**src/sv/assert_macros.svh**
```systemverilog
// assertion helpers shared by the rtl
`ifndef ASSERT_MACROS_SVH
`define ASSERT_MACROS_SVH

// checked on every rising edge outside reset
`define ASSERT_CLK(label, prop, msg) \
    label: assert property (@(posedge clk) disable iff (!rst_n) (prop)) else $error(msg);

// checked on every rising edge, reset included
`define ASSERT_ALWAYS(label, prop, msg) \
    label: assert property (@(posedge clk) (prop)) else $error(msg);

`endif

```
**src/sv/scfd_pkg.sv**
```systemverilog
package scfd_pkg;

    localparam int DEFAULT_MAX_BODY_LEN = 20;

    localparam logic [7:0] START_BYTE   = 8'hF0;
    localparam logic [7:0] TYPE_STD     = 8'h84;
    localparam logic [7:0] TYPE_EXT     = 8'h86;
    localparam logic [7:0] END_BYTE     = 8'hE0;
    localparam logic [7:0] MIN_BODY_LEN = 8'd5;

    localparam int STORE_DEPTH = 12;
    localparam int STORE_IDX_W = $clog2(STORE_DEPTH);

    typedef struct packed {
        logic        valid;
        logic [31:0] frame_id;
        logic [4:0]  payload_length;
        logic [63:0] payload;
        logic        is_extended;
    } scfd_result_t;

endpackage

```
**src/sv/scfd_frame_fsm.sv**
```systemverilog
module scfd_frame_fsm
    import scfd_pkg::*;
#(
    parameter int MAX_BODY_LEN = DEFAULT_MAX_BODY_LEN
)(
    input  logic         clk,
    input  logic         rst_n,
    input  logic         byte_fire,
    input  logic [7:0]   rx_byte,
    output scfd_result_t result
);

    localparam logic [2:0] STEP_HUNT = 3'd0;
    localparam logic [2:0] STEP_TYPE = 3'd1;
    localparam logic [2:0] STEP_LEN  = 3'd2;
    localparam logic [2:0] STEP_BODY = 3'd3;
    localparam logic [2:0] STEP_CHK  = 3'd4;
    localparam logic [2:0] STEP_END  = 3'd5;

    localparam logic [7:0] MAX_LEN_BYTE = 8'(MAX_BODY_LEN);

    logic [2:0] step_reg, step_next;
    logic       ext_reg, ext_next;
    logic [4:0] len_reg, len_next;
    logic [4:0] idx_reg, idx_next;
    logic [7:0] sum_reg, sum_next;
    logic [7:0] store_reg [STORE_DEPTH];
    logic [7:0] store_next [STORE_DEPTH];

    always_comb
    begin
        step_next  = step_reg;
        ext_next   = ext_reg;
        len_next   = len_reg;
        idx_next   = idx_reg;
        sum_next   = sum_reg;
        store_next = store_reg;
        result     = '0;

        case (step_reg)
            STEP_TYPE:
            begin
                if (rx_byte == TYPE_STD || rx_byte == TYPE_EXT)
                begin
                    ext_next  = (rx_byte == TYPE_EXT);
                    sum_next  = rx_byte;
                    step_next = STEP_LEN;
                end
                else
                begin
                    step_next = STEP_HUNT;
                end
            end
            STEP_LEN:
            begin
                if (rx_byte >= MIN_BODY_LEN && rx_byte <= MAX_LEN_BYTE)
                begin
                    len_next   = rx_byte[4:0];
                    idx_next   = '0;
                    store_next = '{default: 8'h00};
                    sum_next   = sum_reg + rx_byte;
                    step_next  = STEP_BODY;
                end
                else
                begin
                    step_next = STEP_HUNT;
                end
            end
            STEP_BODY:
            begin
                // bytes past the store only enter the checksum
                if (idx_reg < 5'(STORE_DEPTH))
                begin
                    store_next[idx_reg[STORE_IDX_W-1:0]] = rx_byte;
                end
                sum_next = sum_reg + rx_byte;
                idx_next = idx_reg + 5'd1;
                if (idx_next >= len_reg)
                begin
                    step_next = STEP_CHK;
                end
            end
            STEP_CHK:
            begin
                step_next = (sum_reg == rx_byte) ? STEP_END : STEP_HUNT;
            end
            STEP_END:
            begin
                if (rx_byte == END_BYTE)
                begin
                    result.valid = byte_fire;
                    for (int i = 0; i < 4; i++)
                    begin
                        result.frame_id[8*i +: 8] = store_reg[i];
                    end
                    for (int i = 0; i < 8; i++)
                    begin
                        result.payload[8*i +: 8] = store_reg[4 + i];
                    end
                    result.payload_length = len_reg - 5'd4;
                    result.is_extended    = ext_reg;
                end
                step_next = STEP_HUNT;
            end
            default:
            begin
                step_next = (rx_byte == START_BYTE) ? STEP_TYPE : STEP_HUNT;
            end
        endcase
    end

    always_ff @(posedge clk or negedge rst_n)
    begin
        if (!rst_n)
        begin
            step_reg  <= STEP_HUNT;
            ext_reg   <= 1'b0;
            len_reg   <= '0;
            idx_reg   <= '0;
            sum_reg   <= '0;
            store_reg <= '{default: 8'h00};
        end
        else if (byte_fire)
        begin
            step_reg  <= step_next;
            ext_reg   <= ext_next;
            len_reg   <= len_next;
            idx_reg   <= idx_next;
            sum_reg   <= sum_next;
            store_reg <= store_next;
        end
    end

endmodule

```
**src/sv/serial_can_frame_deframer_unit.sv**
```systemverilog
// channel  signals                    direction  payload
// in       in_valid / in_ready        input      rx_byte
// out      out_valid / out_ready      output     frame_id, payload_length, payload, is_extended
//
// one byte is taken per cycle while in_ready is high; a good frame's message appears in the cycle after its end byte
// the message sits in a single output register; bytes keep flowing while it is taken
// in_ready drops only while that register holds an item that out_ready does not take
// rst_n clears the parser to hunting and the body store to zeros at once
module serial_can_frame_deframer_unit
    import scfd_pkg::*;
#(
    parameter int MAX_BODY_LEN = DEFAULT_MAX_BODY_LEN
)(
    input  logic        clk,
    input  logic        rst_n,
    input  logic        in_valid,
    output logic        in_ready,
    input  logic [7:0]  rx_byte,
    output logic        out_valid,
    input  logic        out_ready,
    output logic [31:0] frame_id,
    output logic [4:0]  payload_length,
    output logic [63:0] payload,
    output logic        is_extended
);

    `include "assert_macros.svh"

    scfd_result_t result;
    logic         in_fire;
    logic         out_valid_reg, out_valid_next;
    logic [31:0]  frame_id_reg;
    logic [4:0]   payload_length_reg;
    logic [63:0]  payload_reg;
    logic         is_extended_reg;

    assign in_ready = !out_valid_reg || out_ready;
    assign in_fire  = in_valid && in_ready;

    scfd_frame_fsm #(
        .MAX_BODY_LEN(MAX_BODY_LEN)
    ) u_fsm (
        .clk      (clk),
        .rst_n    (rst_n),
        .byte_fire(in_fire),
        .rx_byte  (rx_byte),
        .result   (result)
    );

    always_comb
    begin
        if (result.valid)
        begin
            out_valid_next = 1'b1;
        end
        else if (out_ready)
        begin
            out_valid_next = 1'b0;
        end
        else
        begin
            out_valid_next = out_valid_reg;
        end
    end

    always_ff @(posedge clk or negedge rst_n)
    begin
        if (!rst_n)
        begin
            out_valid_reg <= 1'b0;
        end
        else
        begin
            out_valid_reg <= out_valid_next;
        end
    end

    always_ff @(posedge clk)
    begin
        if (result.valid)
        begin
            frame_id_reg       <= result.frame_id;
            payload_length_reg <= result.payload_length;
            payload_reg        <= result.payload;
            is_extended_reg    <= result.is_extended;
        end
    end

    assign out_valid      = out_valid_reg;
    assign frame_id       = frame_id_reg;
    assign payload_length = payload_length_reg;
    assign payload        = payload_reg;
    assign is_extended    = is_extended_reg;

    `ASSERT_CLK(a_result_needs_byte, result.valid |-> in_fire, "result without an accepted byte")
    `ASSERT_CLK(a_full_blocks_input, (out_valid_reg && !out_ready) |-> !in_ready, "input taken while output is full")
    `ASSERT_CLK(a_length_range, out_valid |-> (payload_length >= 5'd1 && payload_length <= 5'(MAX_BODY_LEN - 4)), "payload length out of range")

endmodule
```
**config.mk**
```make
export PLATFORM = sky130hd
export DESIGN_NAME = serial_can_frame_deframer_unit
export DESIGN_NICKNAME = d
export VERILOG_FILES = /design/src/sv/scfd_pkg.sv /design/src/sv/scfd_frame_fsm.sv /design/src/sv/serial_can_frame_deframer_unit.sv
export VERILOG_INCLUDE_DIRS = /design/src /design/src/sv
export SDC_FILE = /design/constraint.sdc
export NUM_CORES = 1
export LEC_CHECK = 0
export ABC_AREA = 1
export BUFFER_PORTS_ARGS = -buffer_cell sky130_fd_sc_hd__clkbuf_2
export CAP_MARGIN = 15
export CORE_ASPECT_RATIO = 0.7
export CORE_MARGIN = 3
export CORE_UTILIZATION = 53
export DETAILED_ROUTE_END_ITERATION = 8
export HOLD_SLACK_MARGIN = 0.05
export PLACE_DENSITY = 0.74
export SYNTH_ARGS = -nofsm -noshare
export SYNTH_HDL_FRONTEND = slang
export SYNTH_HIERARCHICAL = 1
export SYNTH_SLANG_ARGS = --single-unit
```
**constraint.sdc**
```tcl
create_clock -name clk -period 10.67 [get_ports clk]
set_clock_uncertainty 0.05 [all_clocks]
set_input_delay 0.5335 -clock clk [delete_from_list [all_inputs] [get_ports clk]]
set_output_delay 0.5335 -clock clk [all_outputs]
set_load 0.01 [all_outputs]
```
==> results of run 1 <==
## final cells by class
cell class	instances	area, um2
multi-input combinational	637	3090
fill	1555	6850
clock buffer	28	571.8
clock inverter	9	38.79
sequential	221	6041
inverter	157	589.3
timing repair buffer	129	683.2
tap	236	295.3
## logic make-up (layout without fill, tap and decap cells)
group,after synthesis,in the layout
buffers and inverters,203,323
flip-flops,221,221
AND/OR/NAND/NOR,575,575
XOR/XNOR,5,5
adder cells (fa/ha/maj),19,19
AO/OA/AOI/OAI,38,38
## synth_stat cells, drive strengths merged
| master | count |
|---|---|
| fa | 1 |
| nand3b | 2 |
| nand2 | 296 |
| nor2 | 132 |
| a21o | 1 |
| a21oi | 13 |
| nand3 | 22 |
| inv | 156 |
| nand4 | 115 |
| edfxtp | 102 |
| clkbuf | 13 |
| xnor2 | 1 |
| dfrtp | 119 |
| ha | 18 |
| nor3 | 7 |
| o21ai | 24 |
| clkinv | 1 |
| or2 | 1 |
| buf | 33 |
| xor2 | 4 |
## layout by cell type, fill, tap and decap left out, types with 2 or more instances in the layout
cell type,count
nand4_2,10
clkbuf_16,21
nor3_1,7
nand3b_1,2
inv_2,7
nand2_1,295
nand3_1,21
edfxtp_1,102
xor2_1,4
inv_1,149
a21oi_1,11
clkinv_1,6
buf_4,15
nor2_2,2
clkbuf_2,114
clkbuf_1,5
clkinv_2,4
o21ai_0,22
nor2_1,129
nand4_1,105
clkbuf_8,2
ha_1,18
dfrtp_1,119
## report_power, final
part	switching [mW]	total (mW)	internal [mW]
clock	0.297	0.672	0.375
combinational	0.0694	0.0980	0.0285
sequential	0.00836	0.901	0.893
total	0.375	1.67	1.30
## per-stage QoR
stage               total power [mW]  worst slack [ns]  area [um2]  utilization  hold slack (ns)
global route                   1.735             7.443       11310       0.6228          0.08606
detailed placement             1.014             7.444       10700       0.5892           0.4164
CTS                            1.683             7.693       11310       0.6228          0.07029
finish                         1.671             7.633       11310       0.6228          0.03619
global placement               1.011             7.533       10700       0.5892           0.4146
floorplan                     0.9818             4.506        9917            -           0.1879
## routing by layer
| metal | global-route usage | vias up | share of wire |
|---|---|---|---|
| met3 | 0.03627 | 31 | 0.074 |
| met1 | 0.3588 | 3615 | 0.49 |
| li1 | - | 3668 | - |
| met4 | 0.05005 | 0 | 0.018 |
| met2 | 0.3266 | 324 | 0.42 |
| met5 | 0 | - | 0 |
## critical path: stages, from the launching register on
cell	delay, ns
dfrtp_1	0.40
a21oi_2	0.15
buf_4	0.29
inv_1	0.18
a21oi_4	0.63
buf_4	0.63
nand2_1	0.34
nand2_1	0.14
nand2_1	0.05
## final timing paths
kind,start,to,slack (ns),cells after the start
worst max-delay path,out_valid,u_fsm/sum_reg[0],7.63,8
worst min-delay path,rst_n,out_valid,0.04,1
worst max register to register,out_valid,u_fsm/sum_reg[0],7.63,8
worst min register to register,u_fsm/store_reg[36],u_fsm/store_reg[36],0.43,2
max in group asynchronous,rst_n,u_fsm/store_reg[59],9.21,2
min in group clk,out_ready,out_valid,0.30,4
==> impl_metrics.py, run 1 <==
metrics = {
    "routing": {
        "post_drt_wl_per_cell_um": 15.96,
        "drt_first_pass_iters": 5,
        "antenna_left": 0,
        "drc_errors": 0,
        "via_per_inst": 5.390,
        "num_vias": 7638,
        "drt_iter0_drc": 758,
        "routed_wl_um": 22620,
    },
    "cts": {
        "cts.sinks": 221,
        "ctsResizeCount": 0,
        "htreeDepth": 1,
        "root_buffer": "clkbuf_16",
        "cts_setup_buffers": 0,
        "cts_buffers": 21,
        "clk_latency_ns": 0.49,
        "clkSlewWorstSetupHoldPaths_ns": 0.06,
        "hold_buffers": 0,
        "cts_tree": "built",
        "clockBufferDepth": 3,
    },
    "logic_synthesis": {
        "synth_top_family_by_area": "simple AND/OR/NAND/NOR gates",
        "synth.area.top_cells": "edfxtp_1 31%, dfrtp_1 30%, nand2_1 11%",
        "synth_compound_area_frac": 0.02094,
        "yosys_warnings": 6,
        "synth_top_area_frac": 0.3089,
        "seq_area_frac_synth": 0.6091,
        "synth-simple-area-share": 0.2584,
        "synthAdderAreaFrac": 0.02473,
        "syn-mean-instance-area_um2": 9.347,
        "postSynthCellCount": 1061,
        "synth_seq_cells": 221,
        "synth.area.mux_share": 0,
        "syn_nets": 1092,
        "synth-xor-area-share": 0.004416,
        "synth_cell_types": 29,
        "syn_area_mm2": 0.009917,
        "yosysTopAreaCell": "edfxtp_1",
    },
    "sta": {
        "rsz0062_at_grt": "no",
        "finalSetupTns_ns": 0,
        "min_period_ns": 3.037,
        "worst_pin_slew_ns": 1.069,
        "finalCritPeriodShare": 0.2846,
        "fmax_ghz": 0.3293,
        "slew_violations": 0,
        "setup_viol": 0,
        "hold_viol": 0,
        "maxSlewHeadroom": 0.2872,
    },
    "layout": {
        "area_delta_synth_final_pct": 14.04,
        "fin_cells": 1417,
        "antenna_cells": 0,
        "layout.nets": 1198,
        "drive_above_1_share": 0.1541,
        "largest_reg_flops": 96,
    },
    "global_routing": {
        "grt_max_degree": 104,
        "grtUsageTotal": 0.2251,
        "grt_pass1_vias": 7246,
        "antenna_found_initial": 0,
        "overflow": 0,
        "grt_first_pass_wirelength_um": 37420,
    },
    "floorplan": {
        "die_height_um": 120.4,
        "start_util": 0.5461,
        "rows": 41,
        "boundaryPins": 116,
        "core_area_mm2": 0.01816,
        "die_w_um": 169.5,
        "dieArea_mm2": 0.02041,
    },
    "pwr": {
        "vdd_ir_drop_max_mv": 0.08380,
        "p_leak_nw": 4.858,
        "powerDensity_mw_per_mm2": 147.8,
    },
    "critical_path": {
        "required_ns": 11.00,
        "crit_type": "flip-flop to flip-flop",
        "start_kind": "flip-flop",
        "arrival_ns": 3.37,
        "worst_setup_path_end_kind": "flip-flop",
        "cp_max_fo": 64,
    },
    "outcome": {
        "status": "finished clean",
    },
    "placed_design": {
        "io_buffers": 115,
        "dp_cells": 1380,
        "dp_hpwl_um": 14460,
        "gp_congestion": 0.9002,
    },
    "run": {
        "max_cap_violations": 0,
    },
    "hold_path": {
        "hp-class": "primary input to async pin",
    },
}
Note: power is estimated with default switching activity, not from simulation.
==> inputs of run 2 (changes only) <==
--- a/config.mk
+++ b/config.mk
@@ -6,7 +6,7 @@
 export SDC_FILE = /design/constraint.sdc
 export NUM_CORES = 1
 export LEC_CHECK = 0
-export ABC_AREA = 1
+export ABC_AREA = 0
 export BUFFER_PORTS_ARGS = -buffer_cell sky130_fd_sc_hd__clkbuf_2
 export CAP_MARGIN = 15
 export CORE_ASPECT_RATIO = 0.7
==> constraint.sdc (replaced) <==
create_clock -name clk -period 3.2 [get_ports clk]
set_clock_uncertainty 0.05 [all_clocks]
set_input_delay 0.16 -clock clk [delete_from_list [all_inputs] [get_ports clk]]
set_output_delay 0.16 -clock clk [all_outputs]
set_load 0.01 [all_outputs]
==> run 2 against run 1 <==
Against the previous run:
- die area shrank 7.8%
- sequential power grew to 3.3 times the previous value
- utilization up 2.3 points
- worst setup slack worse by 7.1 ns
- first-iteration DRC count down 36%
- total power increased to 3.4 times the previous value
- sequential share of layout area grew 3.0 points
- flip-flop and latch count unchanged
- final cell count shrank 28%
- routed wire length down 11%
- register-to-register slack worse by 7.1 ns
- largest cell class unchanged
- largest power group unchanged
==> impl_metrics.py, run 2 <==
metrics = {
    "placed_design": {
        "gp_congestion": 0.9091,
        "io_buffers": 115,
        "pre_cts_slack_ns": 0.6262,
        "dp_hpwl_um": 12730,
    },
    "critical_path": {
        "crit-reg2reg-launch": "u_fsm/step_reg[1]",
        "worst_setup_path_end_kind": "flip-flop",
        "max_stage_delay_ns": 0.52,
        "reg2reg_to": "u_fsm/store_reg[84]",
        "cp_max_fo": 10,
        "required_ns": 3.53,
        "regToRegSetupSlack_ns": 0.56,
        "reg2reg_depth": 6,
        "crit_family": "compound AO/OA/AOI/OAI gates",
        "start_kind": "flip-flop",
        "arrival_ns": 2.97,
        "cp_common_cell": "nor2b_1",
        "slowest_stage": "nor2b_1",
        "worstPathCellList": "nor2b_1 -> nor2b_1 -> nand4_1 -> a21boi_2 -> o21ai_1 -> a22o_1",
        "worst-path-buf-inv": 0,
        "crit_type": "flip-flop to flip-flop",
    },
    "routing": {
        "routed_wl_um": 20130,
        "antenna_left": 0,
        "drt_iter0_drc": 487,
        "post_drt_wl_per_cell_um": 19.60,
        "via_per_inst": 5.784,
        "drt_first_pass_iters": 5,
        "drc_errors": 0,
        "num_vias": 5940,
    },
    "sta": {
        "finalSetupTns_ns": 0,
        "setup_viol": 0,
        "rsz0062_at_grt": "no",
        "maxSlewHeadroom": 0.3143,
        "min_period_ns": 2.642,
        "slew_violations": 0,
        "fmax_ghz": 0.3785,
        "worst_slack_ns": 0.5582,
        "hold_viol": 0,
        "worst_pin_slew_ns": 1.025,
        "finalCritPeriodShare": 0.8256,
    },
    "cts": {
        "clkSlewWorstSetupHoldPaths_ns": 0.07,
        "htreeDepth": 1,
        "clk_latency_ns": 0.49,
        "cts_buffers": 21,
        "ctsResizeCount": 0,
        "clockBufferDepth": 3,
        "cts.sinks": 221,
        "cts_tree": "built",
        "root_buffer": "clkbuf_16",
    },
    "layout": {
        "layout_common_cells": "119 x dfrtp_1, 114 x clkbuf_2, 102 x edfxtp_1, 101 x and2_1, 84 x o2bb2ai_1",
        "final_common_cell": "dfrtp_1",
        "drive_above_1_share": 0.2269,
        "largest_reg_flops": 96,
        "area_delta_synth_final_pct": 17.52,
        "layout.nets": 818,
        "antenna_cells": 0,
        "fillers": 1246,
    },
    "pwr": {
        "p_leak_nw": 4.290,
        "vdd_ir_drop_max_mv": 0.3560,
        "switchingPower_mw": 1.123,
        "p_comb_frac": 0.023,
        "internal_power_mw": 4.508,
        "seq_power_share": 0.528,
        "powerDensity_mw_per_mm2": 525.8,
        "p_sw_frac": 0.1995,
        "power.clock.fraction": 0.449,
    },
    "logic_synthesis": {
        "synth_top_area_frac": 0.3361,
        "syn_area_mm2": 0.009112,
        "yosys_warnings": 6,
        "yosysMostFrequentCell": "dfrtp_1",
        "syn-mean-instance-area_um2": 13.68,
        "synth_seq_cells": 221,
        "syn_nets": 697,
        "yosysTopAreaCell": "edfxtp_1",
        "synth_cell_types": 51,
        "async_reset_ff_frac": 0.5385,
        "netlist_top_cells_count": "119 x dfrtp_1, 102 x and2_1, 102 x edfxtp_1",
        "synth.area.top_cells": "edfxtp_1 34%, dfrtp_1 33%, o2bb2ai_1 8.1%",
        "synth_flop_cell": "dfrtp_1",
        "postSynthCellCount": 666,
        "synth_edf_count": 102,
        "seq_area_frac_synth": 0.6629,
    },
    "run": {
        "max_cap_violations": 0,
    },
    "hold_path": {
        "min-delay-start": "in_valid",
        "hold_depth": 4,
        "hp-class": "primary input to flip-flop",
        "min_to": "u_fsm/ext_reg",
    },
    "floorplan": {
        "start_util": 0.5492,
        "core_area_mm2": 0.01659,
        "dieArea_mm2": 0.01883,
        "die_w_um": 162.7,
        "boundaryPins": 116,
        "die_height_um": 115.7,
        "rows": 39,
    },
    "global_routing": {
        "overflow": 0,
        "grt_pass1_vias": 5892,
        "antenna_found_initial": 0,
        "grt_max_degree": 104,
        "grt_first_pass_wirelength_um": 32300,
        "grtUsageTotal": 0.2180,
    },
    "outcome": {
        "status": "finished clean",
    },
}
[run 2: changes by cell type after synthesis, moves of 10 or more]
cell	before	now
buf_2	26	3
and2_1	0	102
nand3_1	22	5
nand2_1	295	32
inv_1	149	24
nand4_2	10	0
nand4_1	105	5
o2bb2ai_1	0	84
nor2_1	130	11
clkbuf_1	13	26
o21ai_2	0	14
a22o_1	0	12
[run 2: area by class of cell]
type | instances | area (um2) | area share
Tap cell | 225 | 281.5 | 0.02629
Multi-Input combinational cell | 390 | 2858 | 0.2669
Timing Repair Buffer | 129 | 730.7 | 0.06823
Sequential cell | 221 | 6041 | 0.5641
Inverter | 24 | 90.09 | 0.008412
Clock buffer | 24 | 558.0 | 0.05211
Clock inverter | 14 | 150.1 | 0.01402
[run 2: how the worst max path moves through the flow]
stage,start,end,slack (ns),depth (start not counted)
floorplan,u_fsm/step_reg[2],frame_id[0],0.39,5
global placement,u_fsm/step_reg[1],u_fsm/store_reg[92],0.77,6
detailed placement,u_fsm/step_reg[1],u_fsm/store_reg[84],0.63,6
CTS,u_fsm/step_reg[1],u_fsm/store_reg[84],0.62,6
global route,u_fsm/step_reg[1],u_fsm/store_reg[84],0.36,6
finish,u_fsm/step_reg[1],u_fsm/store_reg[84],0.56,6
[run 2: stage by stage]
step | util | hold slack [ns] | instances | instance area, um2 | power [mW]
global placement | 0.5974 | 0.1756 | 980 | 9911 | 3.145
global route | 0.6455 | 0.1091 | 1027 | 10710 | 5.800
CTS | 0.6455 | 0.08636 | 1027 | 10710 | 5.673
detailed placement | 0.5974 | 0.1867 | 980 | 9911 | 3.149
finish | 0.6455 | 0.1101 | 1027 | 10710 | 5.631
floorplan | - | -0.1856 | 666 | 9114 | 3.087
[run 2: kinds of logic (layout without fill, tap and decap cells)]
group           after synthesis  in the layout  synth area share
buf+inv                      55            191           0.02430
compound gates              153            153            0.1347
mux                          15             15           0.01744
simple gates                195            195            0.1260
xor+xnor                      8              8          0.007689
flops                       221            221            0.6629
fa+ha+maj                    19             19           0.02691
[run 2: per-layer routing]
layer / global-route usage / routed length, um
met1: 0.3314 / 9552
met2: 0.3279 / 8839
met3: 0.04537 / 1410
met4: 0.05014 / 323
met5: 0 / 0
[run 2: timing repair]
item,4_1_cts,5_1_grt
hold buffers,9,0
setup endpoints to repair,0,0
setup buffers,0,0
hold endpoints to repair,63,0
[run 2: power groups by stage]
stage | Clock [mW] | Sequential (mW) | Combinational, mW
after CTS | 2.57 | 2.97 | 0.132
after global routing | 2.68 | 2.97 | 0.146
after floorplan | 0 | 3.02 | 0.0688
after global placement | 0 | 3.03 | 0.119
final | 2.53 | 2.97 | 0.131
after detailed placement | 0 | 3.03 | 0.122
[run 2: worst min-delay path, cell delays in order]
cell and delay (ns):
clkbuf_2 0.08, and2_4 0.17, nand2_1 0.10, o21ai_0 0.08
